**src/hw/rtl/pcs_pkg.sv**
```systemverilog
`timescale 1ns / 1ps

package pcs_pkg;

   // widths of the configuration port and registers
   localparam int CFG_WIDTH     = 16;
   localparam int COUNT_WIDTH   = 8;
   localparam int CSR_IDX_WIDTH = 3;

   // default timer width
   localparam int TIMER_WIDTH_DEFAULT = 16;

   // register indexes
   localparam logic [CSR_IDX_WIDTH-1:0] CSR_TRANSITION_TICKS = 3'd0;
   localparam logic [CSR_IDX_WIDTH-1:0] CSR_AMBER_TICKS      = 3'd1;
   localparam logic [CSR_IDX_WIDTH-1:0] CSR_HOLD_TICKS       = 3'd2;
   localparam logic [CSR_IDX_WIDTH-1:0] CSR_FLASH_TICKS      = 3'd3;
   localparam logic [CSR_IDX_WIDTH-1:0] CSR_FLASH_CYCLES     = 3'd4;
   localparam logic [CSR_IDX_WIDTH-1:0] CSR_BUZZ_ON_TICKS    = 3'd5;
   localparam logic [CSR_IDX_WIDTH-1:0] CSR_BUZZ_OFF_TICKS   = 3'd6;
   localparam logic [CSR_IDX_WIDTH-1:0] CSR_BUZZ_BURSTS      = 3'd7;

   // register reset values
   localparam logic [CFG_WIDTH-1:0]   TRANSITION_TICKS_RESET = 16'd750;
   localparam logic [CFG_WIDTH-1:0]   AMBER_TICKS_RESET      = 16'd2000;
   localparam logic [CFG_WIDTH-1:0]   HOLD_TICKS_RESET       = 16'd10000;
   localparam logic [CFG_WIDTH-1:0]   FLASH_TICKS_RESET      = 16'd500;
   localparam logic [COUNT_WIDTH-1:0] FLASH_CYCLES_RESET     = 8'd10;
   localparam logic [CFG_WIDTH-1:0]   BUZZ_ON_TICKS_RESET    = 16'd20;
   localparam logic [CFG_WIDTH-1:0]   BUZZ_OFF_TICKS_RESET   = 16'd100;
   localparam logic [COUNT_WIDTH-1:0] BUZZ_BURSTS_RESET      = 8'd100;

   // crossing sequence phases
   typedef enum logic [3:0] {
      PH_IDLE,
      PH_GAP1,
      PH_AMBER,
      PH_GAP2,
      PH_GAP3,
      PH_GAP4,
      PH_WALK,
      PH_BUZZ_ON,
      PH_BUZZ_OFF,
      PH_FLASH_OFF,
      PH_FLASH_ON,
      PH_END_A,
      PH_END_B,
      PH_HOLD
   } phase_type;

   // lamp and buzzer drive
   typedef struct packed {
      logic buzzer;
      logic wait_lamp;
      logic stop_lamp;
      logic walk_lamp;
      logic traffic_red;
      logic traffic_amber;
      logic traffic_green;
   } lamps_type;

   localparam lamps_type LAMPS_RESET = '{
      buzzer:        1'b0,
      wait_lamp:     1'b0,
      stop_lamp:     1'b1,
      walk_lamp:     1'b0,
      traffic_red:   1'b0,
      traffic_amber: 1'b0,
      traffic_green: 1'b1
   };

endpackage

```
**src/hw/rtl/pcs_req_if.sv**
```systemverilog
`timescale 1ns / 1ps

// tick item carrying the button level
interface pcs_req_if;
   logic valid;
   logic ready;
   logic button;

   modport source (output valid, output button, input ready);
   modport sink   (input valid, input button, output ready);
endinterface

```
**src/hw/rtl/pcs_rsp_if.sv**
```systemverilog
`timescale 1ns / 1ps

// lamp state item, one per tick
interface pcs_rsp_if;
   logic valid;
   logic ready;
   logic traffic_green;
   logic traffic_amber;
   logic traffic_red;
   logic walk_lamp;
   logic stop_lamp;
   logic wait_lamp;
   logic buzzer;

   modport source (
      output valid, output traffic_green, output traffic_amber, output traffic_red,
      output walk_lamp, output stop_lamp, output wait_lamp, output buzzer,
      input ready
   );
   modport sink (
      input valid, input traffic_green, input traffic_amber, input traffic_red,
      input walk_lamp, input stop_lamp, input wait_lamp, input buzzer,
      output ready
   );
endinterface

```
**src/hw/rtl/pedestrian_crossing_sequencer_core.sv**
```systemverilog
`timescale 1ns / 1ps
// path: an accepted tick item reaches its lamp item through the input register and the result register
// throughput: one tick item per cycle while the result channel is not stalled; the phase/timer update sets the pace
// a new item is taken while a finished result still waits, held by the result register
// reset (synchronous, active high): idle phase, traffic green and red man lit, timers cleared,
// all configuration registers back to their default durations and counts

module pedestrian_crossing_sequencer_core
   import pcs_pkg::*;
#(
   parameter int TIMER_WIDTH = TIMER_WIDTH_DEFAULT
) (
   input  logic                     clock,
   input  logic                     reset,
   pcs_req_if.sink                  req_chan,
   pcs_rsp_if.source                rsp_chan,
   input  logic                     csr_write_enable,
   input  logic [CSR_IDX_WIDTH-1:0] csr_index,
   input  logic [CFG_WIDTH-1:0]     csr_write_data
);

   localparam int CMP_WIDTH = (TIMER_WIDTH > CFG_WIDTH) ? TIMER_WIDTH : CFG_WIDTH;
   localparam logic [TIMER_WIDTH-1:0] TIMER_MAX = {TIMER_WIDTH{1'b1}};

   // configuration registers
   logic [CFG_WIDTH-1:0]   transition_ticks_ff;
   logic [CFG_WIDTH-1:0]   amber_ticks_ff;
   logic [CFG_WIDTH-1:0]   hold_ticks_ff;
   logic [CFG_WIDTH-1:0]   flash_ticks_ff;
   logic [COUNT_WIDTH-1:0] flash_cycles_ff;
   logic [CFG_WIDTH-1:0]   buzz_on_ticks_ff;
   logic [CFG_WIDTH-1:0]   buzz_off_ticks_ff;
   logic [COUNT_WIDTH-1:0] buzz_bursts_ff;

   // input register
   logic item_valid_ff, item_valid_in;
   logic button_ff;

   // sequencer state
   phase_type              phase_ff, phase_in;
   logic [TIMER_WIDTH-1:0] tick_ff, tick_in;
   logic [COUNT_WIDTH-1:0] repeat_ff, repeat_in;
   logic                   request_ff, request_in;
   logic                   wait_allowed_ff, wait_allowed_in;
   logic                   pressed_ff, pressed_in;

   // result register: lamp state doubles as the output payload
   lamps_type lamps_ff, lamps_in;
   logic      rsp_valid_ff, rsp_valid_in;

   logic                   compute;
   logic                   release_now;
   logic                   request_mid;
   logic                   start_now;
   logic                   finish;
   logic [CFG_WIDTH-1:0]   phase_len;
   logic [CMP_WIDTH-1:0]   len_ext;
   logic [CMP_WIDTH-1:0]   len_clip;
   logic [TIMER_WIDTH-1:0] tick_inc;
   logic [COUNT_WIDTH-1:0] repeat_next;
   logic                   bursts_done;
   logic                   flashes_done;

   // configuration writes
   always_ff @(posedge clock) begin
      if (reset) begin
         transition_ticks_ff <= TRANSITION_TICKS_RESET;
         amber_ticks_ff      <= AMBER_TICKS_RESET;
         hold_ticks_ff       <= HOLD_TICKS_RESET;
         flash_ticks_ff      <= FLASH_TICKS_RESET;
         flash_cycles_ff     <= FLASH_CYCLES_RESET;
         buzz_on_ticks_ff    <= BUZZ_ON_TICKS_RESET;
         buzz_off_ticks_ff   <= BUZZ_OFF_TICKS_RESET;
         buzz_bursts_ff      <= BUZZ_BURSTS_RESET;
      end else if (csr_write_enable) begin
         case (csr_index)
            CSR_TRANSITION_TICKS: transition_ticks_ff <= csr_write_data;
            CSR_AMBER_TICKS:      amber_ticks_ff      <= csr_write_data;
            CSR_HOLD_TICKS:       hold_ticks_ff       <= csr_write_data;
            CSR_FLASH_TICKS:      flash_ticks_ff      <= csr_write_data;
            CSR_FLASH_CYCLES:     flash_cycles_ff     <= csr_write_data[COUNT_WIDTH-1:0];
            CSR_BUZZ_ON_TICKS:    buzz_on_ticks_ff    <= csr_write_data;
            CSR_BUZZ_OFF_TICKS:   buzz_off_ticks_ff   <= csr_write_data;
            CSR_BUZZ_BURSTS:      buzz_bursts_ff      <= csr_write_data[COUNT_WIDTH-1:0];
            default: begin
            end
         endcase
      end
   end

   // handshake and pipeline advance
   assign compute        = item_valid_ff && (!rsp_valid_ff || rsp_chan.ready);
   assign req_chan.ready = !item_valid_ff || compute;

   always_comb begin
      item_valid_in = item_valid_ff;
      if (req_chan.valid && req_chan.ready) begin
         item_valid_in = 1'b1;
      end else if (compute) begin
         item_valid_in = 1'b0;
      end
   end

   always_comb begin
      rsp_valid_in = rsp_valid_ff;
      if (compute) begin
         rsp_valid_in = 1'b1;
      end else if (rsp_chan.ready) begin
         rsp_valid_in = 1'b0;
      end
   end

   // duration of the current phase
   always_comb begin
      case (phase_ff)
         PH_GAP1, PH_GAP2, PH_GAP3, PH_GAP4:             phase_len = transition_ticks_ff;
         PH_AMBER, PH_WALK:                              phase_len = amber_ticks_ff;
         PH_BUZZ_ON:                                     phase_len = buzz_on_ticks_ff;
         PH_BUZZ_OFF:                                    phase_len = buzz_off_ticks_ff;
         PH_FLASH_OFF, PH_FLASH_ON, PH_END_A, PH_END_B:  phase_len = flash_ticks_ff;
         PH_HOLD:                                        phase_len = hold_ticks_ff;
         default:                                        phase_len = '0;
      endcase
   end

   // saturating timer and phase end compare
   assign len_ext     = CMP_WIDTH'(phase_len);
   assign len_clip    = (len_ext > CMP_WIDTH'(TIMER_MAX)) ? CMP_WIDTH'(TIMER_MAX) : len_ext;
   assign tick_inc    = (tick_ff == TIMER_MAX) ? tick_ff : tick_ff + TIMER_WIDTH'(1);
   assign finish      = (CMP_WIDTH'(tick_inc) >= len_clip);

   // burst and flash counting
   assign repeat_next  = repeat_ff + COUNT_WIDTH'(1);
   assign bursts_done  = (repeat_next >= buzz_bursts_ff) || (repeat_next == '0);
   assign flashes_done = (repeat_next >= flash_cycles_ff) || (repeat_next == '0);

   // button release and request
   assign release_now = !button_ff && pressed_ff;
   assign request_mid = request_ff || release_now;
   assign start_now   = (phase_ff == PH_IDLE) && request_mid;

   // next state
   always_comb begin
      phase_in        = phase_ff;
      tick_in         = tick_ff;
      repeat_in       = repeat_ff;
      request_in      = request_ff;
      wait_allowed_in = wait_allowed_ff;
      pressed_in      = pressed_ff;
      if (compute) begin
         if (button_ff) begin
            pressed_in = 1'b1;
         end else begin
            pressed_in = 1'b0;
            request_in = request_mid;
            if (phase_ff == PH_IDLE) begin
               if (start_now) begin
                  request_in = 1'b0;
                  phase_in   = PH_GAP1;
                  tick_in    = '0;
               end
            end else if (!finish) begin
               tick_in = tick_inc;
            end else begin
               tick_in = '0;
               case (phase_ff)
                  PH_GAP1:  phase_in = PH_AMBER;
                  PH_AMBER: phase_in = PH_GAP2;
                  PH_GAP2:  phase_in = PH_GAP3;
                  PH_GAP3: begin
                     wait_allowed_in = 1'b0;
                     phase_in        = PH_GAP4;
                  end
                  PH_GAP4:  phase_in = PH_WALK;
                  PH_WALK: begin
                     repeat_in = '0;
                     phase_in  = PH_BUZZ_ON;
                  end
                  PH_BUZZ_ON: phase_in = PH_BUZZ_OFF;
                  PH_BUZZ_OFF: begin
                     if (bursts_done) begin
                        repeat_in = '0;
                        phase_in  = PH_FLASH_OFF;
                     end else begin
                        repeat_in = repeat_next;
                        phase_in  = PH_BUZZ_ON;
                     end
                  end
                  PH_FLASH_OFF: phase_in = PH_FLASH_ON;
                  PH_FLASH_ON: begin
                     if (flashes_done) begin
                        repeat_in = '0;
                        phase_in  = PH_END_A;
                     end else begin
                        repeat_in = repeat_next;
                        phase_in  = PH_FLASH_OFF;
                     end
                  end
                  PH_END_A: phase_in = PH_END_B;
                  PH_END_B: begin
                     wait_allowed_in = 1'b1;
                     phase_in        = PH_HOLD;
                  end
                  default: phase_in = PH_IDLE;
               endcase
            end
         end
      end
   end

   // lamp outputs
   always_comb begin
      lamps_in = lamps_ff;
      if (compute && !button_ff) begin
         if (release_now && wait_allowed_ff) begin
            lamps_in.wait_lamp = 1'b1;
         end
         if (phase_ff == PH_IDLE) begin
            if (start_now) begin
               lamps_in.traffic_green = 1'b0;
            end
         end else if (finish) begin
            case (phase_ff)
               PH_GAP1:  lamps_in.traffic_amber = 1'b1;
               PH_AMBER: lamps_in.traffic_amber = 1'b0;
               PH_GAP2:  lamps_in.traffic_red   = 1'b1;
               PH_GAP3: begin
                  lamps_in.wait_lamp = 1'b0;
                  lamps_in.stop_lamp = 1'b0;
               end
               PH_GAP4:    lamps_in.walk_lamp = 1'b1;
               PH_WALK:    lamps_in.buzzer    = 1'b1;
               PH_BUZZ_ON: lamps_in.buzzer    = 1'b0;
               PH_BUZZ_OFF: begin
                  if (bursts_done) begin
                     lamps_in.traffic_red   = 1'b0;
                     lamps_in.traffic_amber = 1'b0;
                     lamps_in.walk_lamp     = 1'b0;
                  end else begin
                     lamps_in.buzzer = 1'b1;
                  end
               end
               PH_FLASH_OFF: begin
                  lamps_in.walk_lamp     = 1'b1;
                  lamps_in.traffic_amber = 1'b1;
               end
               PH_FLASH_ON: begin
                  lamps_in.walk_lamp = 1'b0;
                  if (flashes_done) begin
                     lamps_in.stop_lamp = 1'b1;
                  end else begin
                     lamps_in.traffic_amber = 1'b0;
                  end
               end
               PH_END_A: lamps_in.traffic_amber = 1'b1;
               PH_END_B: begin
                  lamps_in.traffic_amber = 1'b0;
                  lamps_in.traffic_green = 1'b1;
                  lamps_in.stop_lamp     = 1'b1;
               end
               default: begin
               end
            endcase
         end
      end
   end

   // registers
   always_ff @(posedge clock) begin
      if (reset) begin
         item_valid_ff   <= 1'b0;
         rsp_valid_ff    <= 1'b0;
         phase_ff        <= PH_IDLE;
         tick_ff         <= '0;
         repeat_ff       <= '0;
         request_ff      <= 1'b0;
         wait_allowed_ff <= 1'b1;
         pressed_ff      <= 1'b0;
         lamps_ff        <= LAMPS_RESET;
      end else begin
         item_valid_ff   <= item_valid_in;
         rsp_valid_ff    <= rsp_valid_in;
         phase_ff        <= phase_in;
         tick_ff         <= tick_in;
         repeat_ff       <= repeat_in;
         request_ff      <= request_in;
         wait_allowed_ff <= wait_allowed_in;
         pressed_ff      <= pressed_in;
         lamps_ff        <= lamps_in;
      end
   end

   // item payload register
   always_ff @(posedge clock) begin
      if (req_chan.valid && req_chan.ready) begin
         button_ff <= req_chan.button;
      end
   end

   // result channel
   assign rsp_chan.valid         = rsp_valid_ff;
   assign rsp_chan.traffic_green = lamps_ff.traffic_green;
   assign rsp_chan.traffic_amber = lamps_ff.traffic_amber;
   assign rsp_chan.traffic_red   = lamps_ff.traffic_red;
   assign rsp_chan.walk_lamp     = lamps_ff.walk_lamp;
   assign rsp_chan.stop_lamp     = lamps_ff.stop_lamp;
   assign rsp_chan.wait_lamp     = lamps_ff.wait_lamp;
   assign rsp_chan.buzzer        = lamps_ff.buzzer;

   // green man never shows against green traffic
   assert property (@(posedge clock) disable iff (reset)
      !(lamps_ff.walk_lamp && lamps_ff.traffic_green))
      else $error("walk lamp lit with traffic green");

   // buzzer sounds only inside a burst
   assert property (@(posedge clock) disable iff (reset)
      lamps_ff.buzzer |-> (phase_ff == PH_BUZZ_ON))
      else $error("buzzer on outside a burst phase");

   // idle keeps the timer cleared
   assert property (@(posedge clock) disable iff (reset)
      (phase_ff == PH_IDLE) |-> (tick_ff == '0))
      else $error("timer running in idle");

   // a stalled result leaves the sequencer frozen
   assert property (@(posedge clock) disable iff (reset)
      (rsp_valid_ff && !rsp_chan.ready) |=> $stable(phase_ff) && $stable(tick_ff))
      else $error("sequencer moved while result stalled");

endmodule

```
**src/flat_wrapper.sv**
```systemverilog
// flat-port wrapper written by rule: the top's interface ports become plain ports
module pedestrian_crossing_sequencer_core_flat import pcs_pkg::*;
#(
   parameter int TIMER_WIDTH = TIMER_WIDTH_DEFAULT
)
  (clock, reset, csr_write_enable, csr_index, csr_write_data, req_chan_valid, req_chan_button, req_chan_ready, rsp_chan_valid, rsp_chan_traffic_green, rsp_chan_traffic_amber, rsp_chan_traffic_red, rsp_chan_walk_lamp, rsp_chan_stop_lamp, rsp_chan_wait_lamp, rsp_chan_buzzer, rsp_chan_ready);
  pcs_req_if req_chan_i ();
  pcs_rsp_if rsp_chan_i ();
  input  logic clock;
  input  logic reset;
  input  logic csr_write_enable;
  input  logic [CSR_IDX_WIDTH-1:0] csr_index;
  input  logic [CFG_WIDTH-1:0] csr_write_data;
  input wire logic [$bits(req_chan_i.valid)-1:0] req_chan_valid;
  input wire logic [$bits(req_chan_i.button)-1:0] req_chan_button;
  output wire logic [$bits(req_chan_i.ready)-1:0] req_chan_ready;
  output wire logic [$bits(rsp_chan_i.valid)-1:0] rsp_chan_valid;
  output wire logic [$bits(rsp_chan_i.traffic_green)-1:0] rsp_chan_traffic_green;
  output wire logic [$bits(rsp_chan_i.traffic_amber)-1:0] rsp_chan_traffic_amber;
  output wire logic [$bits(rsp_chan_i.traffic_red)-1:0] rsp_chan_traffic_red;
  output wire logic [$bits(rsp_chan_i.walk_lamp)-1:0] rsp_chan_walk_lamp;
  output wire logic [$bits(rsp_chan_i.stop_lamp)-1:0] rsp_chan_stop_lamp;
  output wire logic [$bits(rsp_chan_i.wait_lamp)-1:0] rsp_chan_wait_lamp;
  output wire logic [$bits(rsp_chan_i.buzzer)-1:0] rsp_chan_buzzer;
  input wire logic [$bits(rsp_chan_i.ready)-1:0] rsp_chan_ready;
  assign req_chan_i.valid = req_chan_valid;
  assign req_chan_i.button = req_chan_button;
  assign req_chan_ready = req_chan_i.ready;
  assign rsp_chan_valid = rsp_chan_i.valid;
  assign rsp_chan_traffic_green = rsp_chan_i.traffic_green;
  assign rsp_chan_traffic_amber = rsp_chan_i.traffic_amber;
  assign rsp_chan_traffic_red = rsp_chan_i.traffic_red;
  assign rsp_chan_walk_lamp = rsp_chan_i.walk_lamp;
  assign rsp_chan_stop_lamp = rsp_chan_i.stop_lamp;
  assign rsp_chan_wait_lamp = rsp_chan_i.wait_lamp;
  assign rsp_chan_buzzer = rsp_chan_i.buzzer;
  assign rsp_chan_i.ready = rsp_chan_ready;
  pedestrian_crossing_sequencer_core #(.TIMER_WIDTH(TIMER_WIDTH)) u_core (.clock(clock), .reset(reset), .req_chan(req_chan_i), .rsp_chan(rsp_chan_i), .csr_write_enable(csr_write_enable), .csr_index(csr_index), .csr_write_data(csr_write_data));
endmodule
```
**config.mk**
```make
export PLATFORM = sky130hd
export DESIGN_NAME = pedestrian_crossing_sequencer_core_flat
export DESIGN_NICKNAME = d
export VERILOG_FILES = /design/src/hw/rtl/pcs_pkg.sv /design/src/hw/rtl/pcs_req_if.sv /design/src/hw/rtl/pcs_rsp_if.sv /design/src/hw/rtl/pedestrian_crossing_sequencer_core.sv /design/src/flat_wrapper.sv
export SDC_FILE = /design/constraint.sdc
export NUM_CORES = 1
export LEC_CHECK = 0
export ABC_AREA = 1
export BUFFER_PORTS_ARGS = -buffer_cell sky130_fd_sc_hd__buf_2
export CAP_MARGIN = 20
export CORE_MARGIN = 8
export CORE_UTILIZATION = 30
export DETAILED_ROUTE_END_ITERATION = 7
export HOLD_SLACK_MARGIN = 0.05
export PLACE_DENSITY = 0.54
export SLEW_MARGIN = 20
export SYNTH_ARGS = -nofsm -noshare
export SYNTH_HDL_FRONTEND = slang
export SYNTH_SLANG_ARGS = --single-unit
```
**constraint.sdc**
```tcl
create_clock -name clock -period 4.2 [get_ports clock]
set_clock_uncertainty 0.1 [all_clocks]
set_input_delay 0.84 -clock clock [delete_from_list [all_inputs] [get_ports clock]]
set_output_delay 0.84 -clock clock [all_outputs]
set_load 0.005 [all_outputs]
```
* After elaboration in Yosys (flattened, before gate mapping)
Cells that the tools add are included.
** Storage, ports and cells
- Word-level logic and storage cells :: 150
- Bits in registers :: 153
- Output and inout port bits :: 9
- Bits of input ports :: 25
** Cells by class
- Muxes and demuxes :: 39
- Bitwise logic cells :: 2
- Reductions and logical operators :: 53
- Order comparisons :: 4
- Eq/ne operators :: 26
- $add $sub $neg :: 2
** Operators by type and width (count)
- $pmux W16 S6 :: 1
- $mux W16 :: 5
- $pmux W4 S12 :: 1
- $reduce_and A5 Y1 :: 6
- $eq A4 B4 Y1 const B :: 6
- $pmux W8 S3 :: 1
- $reduce_and A2 Y1 :: 9
- $add A16 B1 Y16 const B :: 1
- $eq A16 B16 Y1 const B :: 1
- $eq A4 B3 Y1 const B :: 4
- $ge A16 B16 Y1 :: 1
- $ge A8 B8 Y1 :: 2
- $gt A16 B16 Y1 const B :: 1
- $mux W4 :: 4
- $mux W8 :: 2
- $mux W1 :: 15
- $eq A3 B3 Y1 const B :: 4
- $reduce_bool A2 Y1 :: 6
- $reduce_bool A3 Y1 :: 4
- $pmux W1 S3 :: 3
- $add A8 B1 Y8 const B :: 1
- $eq A4 B2 Y1 const B :: 2
- $logic_not A8 Y1 :: 1
- $reduce_and A4 Y1 :: 2
- 23 further kinds :: 43

* Logic depth before layout (Yosys ltp)
Gate-level depths: netlist (run 1).
- Word-level depth :: 8
- Gate-level depth with buffers :: 25
- Gate-level depth less buffers :: 23

* Worst setup path after synthesis (run 1)
Ideal clock, no wire load.
- Kind :: reg-to-reg
- Start point :: register u_core.phase_ff[0]
- End point :: register u_core.repeat_ff[2]
- Path buffers :: 2
- Stages on the path, launching flop included :: 20
- Slack :: 1313 ps
- Data arrival time :: 2678 ps
- Setup time :: 109 ps
- Cell sequence :: dfxtp_1 nor2_1 inv_2 nor2_1 a21oi_1 clkinv_1 buf_2 a221oi_1 ha_1 a21oi_1 o21ai_0 a21oi_1 nand3_1 nand2_2 inv_2 buf_6 nor2_1 nor2_1 nand2_1 inv_1
** On the way
- Word-level cells in the longest chain between the ends :: 7
- Elaborated cells on any way between the ends :: 25
- Classes of those cells :: 2 x order compare; 13 x eq/ne; 3 x mux; 1 x bitwise; 6 x reduce/logical
** RTL lines
- start, declared :: RTL line pedestrian_crossing_sequencer_core.sv:40 : phase_type phase_ff, phase_in;
- start signal, assigned :: RTL line pedestrian_crossing_sequencer_core.sv:283 : phase_ff <= phase_in;
- $eq A4 B4 Y1, or another cell as far along :: RTL line pedestrian_crossing_sequencer_core.sv:115 : case (phase_ff)
- $reduce_or A4 Y1 / $reduce_or A2 Y1 (equally long branches) :: RTL line pedestrian_crossing_sequencer_core.sv:115
- $pmux W16 S6 :: RTL line pedestrian_crossing_sequencer_core.sv:115
- $gt A16 B16 Y1 :: RTL line pedestrian_crossing_sequencer_core.sv:128 : assign len_clip = (len_ext > CMP_WIDTH'(TIMER_MAX)) ? CMP_WIDTH'(TIMER_MAX) : len_ext;
- $mux W16 :: RTL line pedestrian_crossing_sequencer_core.sv:128
- $ge A16 B16 Y1 :: RTL line pedestrian_crossing_sequencer_core.sv:130 : assign finish = (CMP_WIDTH'(tick_inc) >= len_clip);
- $reduce_and A5 Y1 (no line)
- end signal, assigned :: RTL line pedestrian_crossing_sequencer_core.sv:285 : repeat_ff <= repeat_in;
- end, declared :: RTL line pedestrian_crossing_sequencer_core.sv:42 : logic [COUNT_WIDTH-1:0] repeat_ff, repeat_in;
Parallel ways exist; a longest one is shown, timed or not.
A chain may end at the register's enable or synchronous reset.

* Worst setup path after layout (run 1)
Ends and elaborated chain as after synthesis.

==> results of run 1 <==
-- final cells by class --
type | instances | area [sq um]
fillers | 2740 | 16410
multi-input cells | 818 | 4030
flip-flops and latches | 153 | 3073
clock buffers | 17 | 425.4
inverters | 111 | 416.7
well taps | 330 | 412.9
repair buffers | 51 | 312.8
clock inverters | 15 | 176.4
-- per-stage QoR --
stage               area [sq um]  total power, mW  hold WS, ns
CTS                         8847            3.293       0.3517
floorplan                   7731            1.647       0.3261
detailed placement          8245            1.713       0.3406
global placement            8245            1.710       0.3349
global route                8847            3.368       0.3684
finish                      8847            3.261       0.3476
-- worst min path at each step --
stage,start,end
floorplan,u_core.wait_allowed_ff$_SDFFE_PP1P_,u_core.wait_allowed_ff$_SDFFE_PP1P_
global placement,u_core.rsp_chan.buzzer$_SDFFE_PP0P_,u_core.rsp_chan.buzzer$_SDFFE_PP0P_
detailed placement,u_core.rsp_chan.buzzer$_SDFFE_PP0P_,u_core.rsp_chan.buzzer$_SDFFE_PP0P_
CTS,u_core.rsp_chan.buzzer$_SDFFE_PP0P_,u_core.rsp_chan.buzzer$_SDFFE_PP0P_
global route,u_core.wait_allowed_ff$_SDFFE_PP1P_,u_core.wait_allowed_ff$_SDFFE_PP1P_
finish,u_core.rsp_chan.buzzer$_SDFFE_PP0P_,u_core.rsp_chan.buzzer$_SDFFE_PP0P_
-- metal layers --
metal,wire [um],up-vias,global-route usage [%]
met5,0,-,0
met3,819,18,2.542
met4,266,0,4.308
li1,-,3738,-
met1,11290,3285,19.79
met2,10230,138,23.71
-- worst max-delay path: stages (launching register included) --
cell	delay (ns)
sky130_fd_sc_hd__dfxtp_1	0.38
sky130_fd_sc_hd__nor2_1	0.09
sky130_fd_sc_hd__inv_2	0.14
sky130_fd_sc_hd__nor2_1	0.11
sky130_fd_sc_hd__a21oi_1	0.25
sky130_fd_sc_hd__clkinv_1	0.15
sky130_fd_sc_hd__buf_4	0.18
sky130_fd_sc_hd__a22oi_1	0.13
sky130_fd_sc_hd__nand3_1	0.09
sky130_fd_sc_hd__a221oi_1	0.27
sky130_fd_sc_hd__ha_1	0.31
sky130_fd_sc_hd__a21oi_1	0.13
sky130_fd_sc_hd__o21ai_0	0.10
sky130_fd_sc_hd__a21oi_1	0.24
sky130_fd_sc_hd__nand3_1	0.25
sky130_fd_sc_hd__nand2_2	0.21
sky130_fd_sc_hd__inv_2	0.13
sky130_fd_sc_hd__nor2_1	0.10
sky130_fd_sc_hd__nor2_1	0.05
sky130_fd_sc_hd__nand2_1	0.06
sky130_fd_sc_hd__inv_1	0.03
-- cells by family (layout without fill, tap and decap cells) --
family,Yosys count,after routing
AO/OA/AOI/OAI,198,198
XOR/XNOR,8,8
adder cells (fa/ha/maj),34,34
buffers and inverters,161,194
flip-flops,153,153
AND/OR/NAND/NOR,578,578
-- sequential cells by signal (all words and copies together) (netlist names), 16 cells and up --
register / count
u_core.tick_ff: 16
u_core.amber_ticks_ff: 16
u_core.hold_ticks_ff: 16
u_core.transition_ticks_ff: 16
u_core.buzz_off_ticks_ff: 16
u_core.buzz_on_ticks_ff: 16
u_core.flash_ticks_ff: 16
-- power by group through the flow --
stage	clock network (mW)	logic, mW	registers, mW
2_1_floorplan	0	0.107	1.54
3_3_place_gp	0	0.165	1.55
3_5_place_dp	0	0.168	1.55
4_1_cts	1.61	0.168	1.51
5_1_grt	1.66	0.191	1.52
6_report	1.58	0.168	1.51
-- cell usage in the layout (no fill, tap or decap), drive strengths merged, types with 2 or more instances in the layout --
cell type	instances
o21a	2
nor2	228
dfxtp	152
nand2	233
xor2	8
nand3	84
inv	117
nand4	19
o211ai	4
or2	3
o21ai	101
nor3	11
buf	51
a21oi	55
clkinv	5
a221oi	14
a22oi	18
ha	34
clkinvlp	3
clkbuf	17
==> run summary, run 1 <==
### Outcome
- **result of the run** finished clean

### STA
- **least setup slack across all paths after layout** 0.5862 ns
- **setup TNS** 0 ns
- **minimum period implied by the final worst setup slack** 3.614 ns
- **setup violators final** 0
- **upper clock frequency limit** 0.2767 GHz
- **transition time of the tightest slew-check pin** 0.8113 ns
- **total count of max-transition violations in the final report** 0
- **unrepaired setup endpoints after global routing** false
- **hold violation total from the final report** 0
- **Max transition margin** 45.92%
- **Final Cycle Share** 86.04%

### Layout
- **net count reported at finish** 1211
- **antenna diode count** 0
- **share of the core filled with cells in the final layout** 35.03%
- **Area growth, synth to finish** 14.44%
- **share of post-route cells with drive strength above 1** 9.270%
- **number of standard cells in the final layout excluding fillers** 1495

### Drt
- **wire length after detailed routing** 22610 um
- **vias per cell** 4.802
- **DRC violation count after routing** 0
- **antenna-violating nets left** 0
- **drt first-iter violations** 585
- **detailed-route via count** 7179
- **first drt pass iteration count** 5
- **WL/cell** 15.12 um

### CTS
- **cts-stage hold buffer count** 0
- **Longest Clk Path Bufs** 2
- **H-tree Lvls** 4
- **number of buffers inserted by post-CTS setup repair** 0
- **clk sink count** 153
- **post-CTS clock slew at the launch and capture registers of the worst setup and hold paths** 0.07 ns
- **root cell of the clock tree** sky130_fd_sc_hd__clkbuf_16
- **post-cts resize count** 0
- **number of clock buffers inserted by TritonCTS** 17
- **clock tree from TritonCTS** built
- **clock latency of the later-clocked register in the worst-skew pair** 0.43 ns

### Synth
- **number of synthesized flops with an enable pin** 1
- **number of warnings printed during yosys synthesis** 0
- **number of nets in the synthesized netlist** 1191
- **Synth Area in Compound Gates** 14.48%
- **xor/xnor cell area share of the yosys netlist** 0.9063%
- **area fraction in and, or, nand and nor cells after synthesis** 31.23%
- **sequential cell area fraction in the yosys report** 39.75%
- **Synth area leaders** sky130_fd_sc_hd__dfxtp_1 (39%), sky130_fd_sc_hd__nand2_1 (11%), sky130_fd_sc_hd__nor2_1 (11%)
- **cell area after synthesis** 7731 sq um
- **main combinational cell family by area after synthesis** simple AND/OR/NAND/NOR gates
- **adder-cell area share of the yosys netlist** 5.503%
- **cell taking the most area after synthesis** sky130_fd_sc_hd__dfxtp_1
- **number of instances in the synthesized netlist** 1132
- **Post-synth top cells** sky130_fd_sc_hd__nand2_1 (229), sky130_fd_sc_hd__nor2_1 (219), sky130_fd_sc_hd__dfxtp_1 (152)
- **mean instance size in the synthesized netlist** 6.830 sq um
- **post-synthesis cell type count** 35
- **mux contribution to synthesized area** 0%
- **most frequent cell after synthesis** sky130_fd_sc_hd__nand2_1
- **count of state elements after synthesis** 153
- **Main synth FF type** sky130_fd_sc_hd__dfxtp_1
- **proportion of netlist area held by the largest area contributor** 39.36%
- **Synth async-reset ratio** 0%

### Power
- **power density relative to cell area** 368.6 nW/um^2
- **Seq pwr share** 46.4%
- **Sw Ratio** 26.53%
- **worst supply voltage drop on vdd** 0.2388 mV
- **Clock Power Share** 48.5%
- **Comb power frac** 5.1%
- **Internal Dissipation** 2.396 mW
- **reported net switching power** 865.2 uW
- **static leakage** 4.051 nW

### Floorplan
- **die height** 176.5 um
- **horizontal extent of the die** 176.5 um
- **Core Footprint** 25250 sq um
- **die area** 31160 sq um
- **I/O Pins** 34
- **initial core utilization** 30.61%
- **num rows** 58

### Placed design
- **routability congestion estimate** 0.8190
- **HPWL reported at the end of detailed placement** 15220 um
- **Placement Setup Slack** 0.6330 ns
- **DP Cell Count** 1463
- **buffers added on ports** 33

### Setup path
- **worst reg2reg path startpoint** u_core.phase_ff[0]$_SDFFE_PP0P_
- **critical path data arrival time** 3.85 ns
- **Max FO, Critical Path** 11
- **timing endpoint of the critical path** u_core.repeat_ff[2]$_SDFFE_PP0P_
- **Worst setup SP type** flip-flop
- **data required time of the critical path** 4.44 ns
- **end of the worst register-to-register path** u_core.repeat_ff[2]$_SDFFE_PP0P_
- **Critical Path Start** u_core.phase_ff[0]$_SDFFE_PP0P_
- **reg-to-reg slack, setup** 0.59 ns
- **number of cells on the worst reg-to-reg path** 20
- **crit end category** flip-flop
- **Setup CP Type** flip-flop to flip-flop

### Min path
- **number of cells on the worst hold path** 2
- **worst min path class** flip-flop to flip-flop

### Global routing
- **global-route wire length before repair** 36720 um
- **global-route usage over all layers** 14.71%
- **largest net degree at the start of global routing** 42
- **antenna violations before repair** 0
- **Congestion Overflow GR** 0
- **vias in the first global route** 6827

### Flow run
- **number of max-cap violations** 0

(Power assumes the default switching activity.)
==> inputs of run 2 (changes only) <==
--- a/config.mk
+++ b/config.mk
@@ -13,6 +13,7 @@
 export DETAILED_ROUTE_END_ITERATION = 7
 export HOLD_SLACK_MARGIN = 0.05
 export PLACE_DENSITY = 0.54
+export RECOVER_POWER = 50
 export SLEW_MARGIN = 20
 export SYNTH_ARGS = -nofsm -noshare
 export SYNTH_HDL_FRONTEND = slang
==> run 2 against run 1 <==
The run now ends with capacitance limit, slew limit left. Non-clock buffer count did not move. Sequential cell count did not move. First-iteration DRC count fell by 6.7%. Clock power barely moved. Combinational power fell by 2%. Critical endpoint unchanged. Largest power group unchanged.
==> run summary, run 2 (same netlist as run 1, synthesis figures left out) <==
### Drt
- **WL/cell** 15.11 um
- **drt first-iter violations** 546
- **DRC violation count after routing** 0
- **first drt pass iteration count** 5
- **wire length after detailed routing** 22580 um
- **detailed-route via count** 7171
- **vias per cell** 4.797
- **antenna-violating nets left** 0

### Setup path
- **crit end category** flip-flop
- **worst reg2reg path startpoint** u_core.phase_ff[0]$_SDFFE_PP0P_
- **Critical Path Start** u_core.phase_ff[0]$_SDFFE_PP0P_
- **number of cells on the worst reg-to-reg path** 20
- **WP depth** 20
- **Buf+Inv Stages, Crit Path** 5
- **slowest stage cell on the critical path** sky130_fd_sc_hd__dfxtp_1
- **Worst path top cell family by delay** compound AO/OA/AOI/OAI gates
- **stage delay of the slowest cell on the critical path** 0.38 ns
- **critical path data arrival time** 3.90 ns
- **end of the worst register-to-register path** u_core.repeat_ff[2]$_SDFFE_PP0P_
- **Max FO, Critical Path** 11
- **Worst setup SP type** flip-flop
- **data required time of the critical path** 4.43 ns
- **timing endpoint of the critical path** u_core.repeat_ff[2]$_SDFFE_PP0P_
- **CP dominant cell by count** sky130_fd_sc_hd__nor2_1
- **cell-by-cell listing of the critical path** nor2_1 > inv_2 > nor2_1 > a21oi_1 > clkinv_1 > buf_4 > a22oi_1 > nand3_1 > a221oi_1 > ha_1 > a21oi_1 > o21ai_0 > a21oi_1 > nand3_1 > nand2_2 > inv_2 > nor2_1 > nor2_1 > nand2_1 > inv_1
- **Setup CP Type** flip-flop to flip-flop
- **reg-to-reg slack, setup** 0.54 ns

### CTS
- **post-CTS clock slew at the launch and capture registers of the worst setup and hold paths** 0.07 ns
- **clk sink count** 153
- **root cell of the clock tree** sky130_fd_sc_hd__clkbuf_16
- **H-tree Lvls** 4
- **post-cts resize count** 0
- **Longest Clk Path Bufs** 2
- **clock tree from TritonCTS** built
- **number of buffers inserted by post-CTS setup repair** 0
- **cts-stage hold buffer count** 0
- **number of clock buffers inserted by TritonCTS** 17
- **clock latency of the later-clocked register in the worst-skew pair** 0.43 ns

### STA
- **setup TNS** 0 ns
- **hold violation total from the final report** 0
- **unrepaired setup endpoints after global routing** false
- **total count of max-transition violations in the final report** 71
- **least setup slack across all paths after layout** 0.5357 ns
- **transition time of the tightest slew-check pin** 1.534 ns
- **worst hold margin** 0.3502 ns
- **upper clock frequency limit** 0.2729 GHz
- **Max transition margin** -2.269%
- **minimum period implied by the final worst setup slack** 3.664 ns
- **Final Cycle Share** 87.24%
- **setup violators final** 0

### Layout
- **leading cell type in the layout, fill and taps excluded** sky130_fd_sc_hd__nand2_1
- **share of post-route cells with drive strength above 1** 8.069%
- **Area growth, synth to finish** 13.93%
- **highest-count cells in the layout ignoring fill and taps** sky130_fd_sc_hd__nand2_1 (229), sky130_fd_sc_hd__nor2_1 (219), sky130_fd_sc_hd__dfxtp_1 (152)
- **antenna diode count** 0
- **net count reported at finish** 1211

### Floorplan
- **die height** 176.5 um
- **num rows** 58
- **die area** 31160 sq um
- **initial core utilization** 30.61%
- **horizontal extent of the die** 176.5 um
- **I/O Pins** 34
- **Core Footprint** 25250 sq um

### Placed design
- **HPWL reported at the end of detailed placement** 15220 um
- **routability congestion estimate** 0.8190
- **buffers added on ports** 33
- **Placement Setup Slack** 0.6330 ns

### Outcome
- **result of the run** complete, but fails checks
- **violations in the final reports** capacitance limit, slew limit

### Flow run
- **number of max-cap violations** 2

### Power
- **power density relative to cell area** 369.3 nW/um^2
- **Seq pwr share** 46.5%
- **Internal Dissipation** 2.393 mW
- **Comb power frac** 5.0%
- **static leakage** 4.002 nW
- **Clock Power Share** 48.4%
- **Sw Ratio** 26.43%
- **reported net switching power** 859.9 uW
- **worst supply voltage drop on vdd** 0.2380 mV

### Global routing
- **largest net degree at the start of global routing** 42
- **global-route usage over all layers** 14.71%
- **vias in the first global route** 6827
- **Congestion Overflow GR** 0
- **antenna violations before repair** 0
- **global-route wire length before repair** 36720 um

### Min path
- **worst min path class** flip-flop to flip-flop

[run 2: cell types whose count changed in the layout (fill, tap and decap cells not counted)]
cell and delta:
sky130_fd_sc_hd__clkbuf_1 +13, sky130_fd_sc_hd__buf_2 -9, sky130_fd_sc_hd__buf_12 -1, sky130_fd_sc_hd__inv_1 +1
sky130_fd_sc_hd__buf_4 -3, sky130_fd_sc_hd__inv_2 -1
[run 2: cell type report]
| type | instances | area, sq um |
|---|---|---|
| clock buffer | 17 | 425.4 |
| clock inverter | 15 | 176.4 |
| fill | 2745 | 16450 |
| inverter | 111 | 416.7 |
| multi-input combinational | 818 | 4030 |
| sequential | 153 | 3073 |
| tap | 330 | 412.9 |
| timing repair buffer | 51 | 274.0 |
[run 2: worst min-delay path, cell delays in order (launching register included)]
cell                      delay (ns)
sky130_fd_sc_hd__dfxtp_1        0.31
sky130_fd_sc_hd__inv_1          0.05
sky130_fd_sc_hd__a21oi_1        0.05
[run 2: layer usage]
| metal | wire length [um] | track usage [%] | vias up |
|---|---|---|---|
| li1 | - | - | 3738 |
| met1 | 11200 | 19.79 | 3270 |
| met2 | 10250 | 23.71 | 147 |
| met3 | 893 | 2.542 | 16 |
| met4 | 235 | 4.308 | 0 |
| met5 | 0 | 0 | - |
[run 2: how the worst min path moves through the flow]
stage	end	cells after the start	from
detailed placement	u_core.rsp_chan.buzzer$_SDFFE_PP0P_	2	u_core.rsp_chan.buzzer$_SDFFE_PP0P_
CTS	u_core.rsp_chan.buzzer$_SDFFE_PP0P_	2	u_core.rsp_chan.buzzer$_SDFFE_PP0P_
floorplan	u_core.wait_allowed_ff$_SDFFE_PP1P_	2	u_core.wait_allowed_ff$_SDFFE_PP1P_
global placement	u_core.rsp_chan.buzzer$_SDFFE_PP0P_	2	u_core.rsp_chan.buzzer$_SDFFE_PP0P_
finish	u_core.rsp_chan.buzzer$_SDFFE_PP0P_	2	u_core.rsp_chan.buzzer$_SDFFE_PP0P_
global route	u_core.wait_allowed_ff$_SDFFE_PP1P_	2	u_core.wait_allowed_ff$_SDFFE_PP1P_
[run 2: stage by stage]
step | area [sq um] | power, mW | instances | utilization, %
after floorplan | 7731 | 1.647 | 1132 | -
after global placement | 8245 | 1.710 | 1463 | 32.65
after detailed placement | 8245 | 1.713 | 1463 | 32.65
after global routing | 8808 | 3.365 | 1495 | 34.88
after CTS | 8847 | 3.293 | 1495 | 35.03
final | 8808 | 3.253 | 1495 | 34.88
[run 2: power groups by stage]
stage	sequential, mW	combinational (mW)	clock [mW]
3_5_place_dp	1.55	0.168	0
5_1_grt	1.52	0.187	1.66
2_1_floorplan	1.54	0.107	0
6_report	1.51	0.164	1.58
3_3_place_gp	1.55	0.165	0
4_1_cts	1.51	0.168	1.61
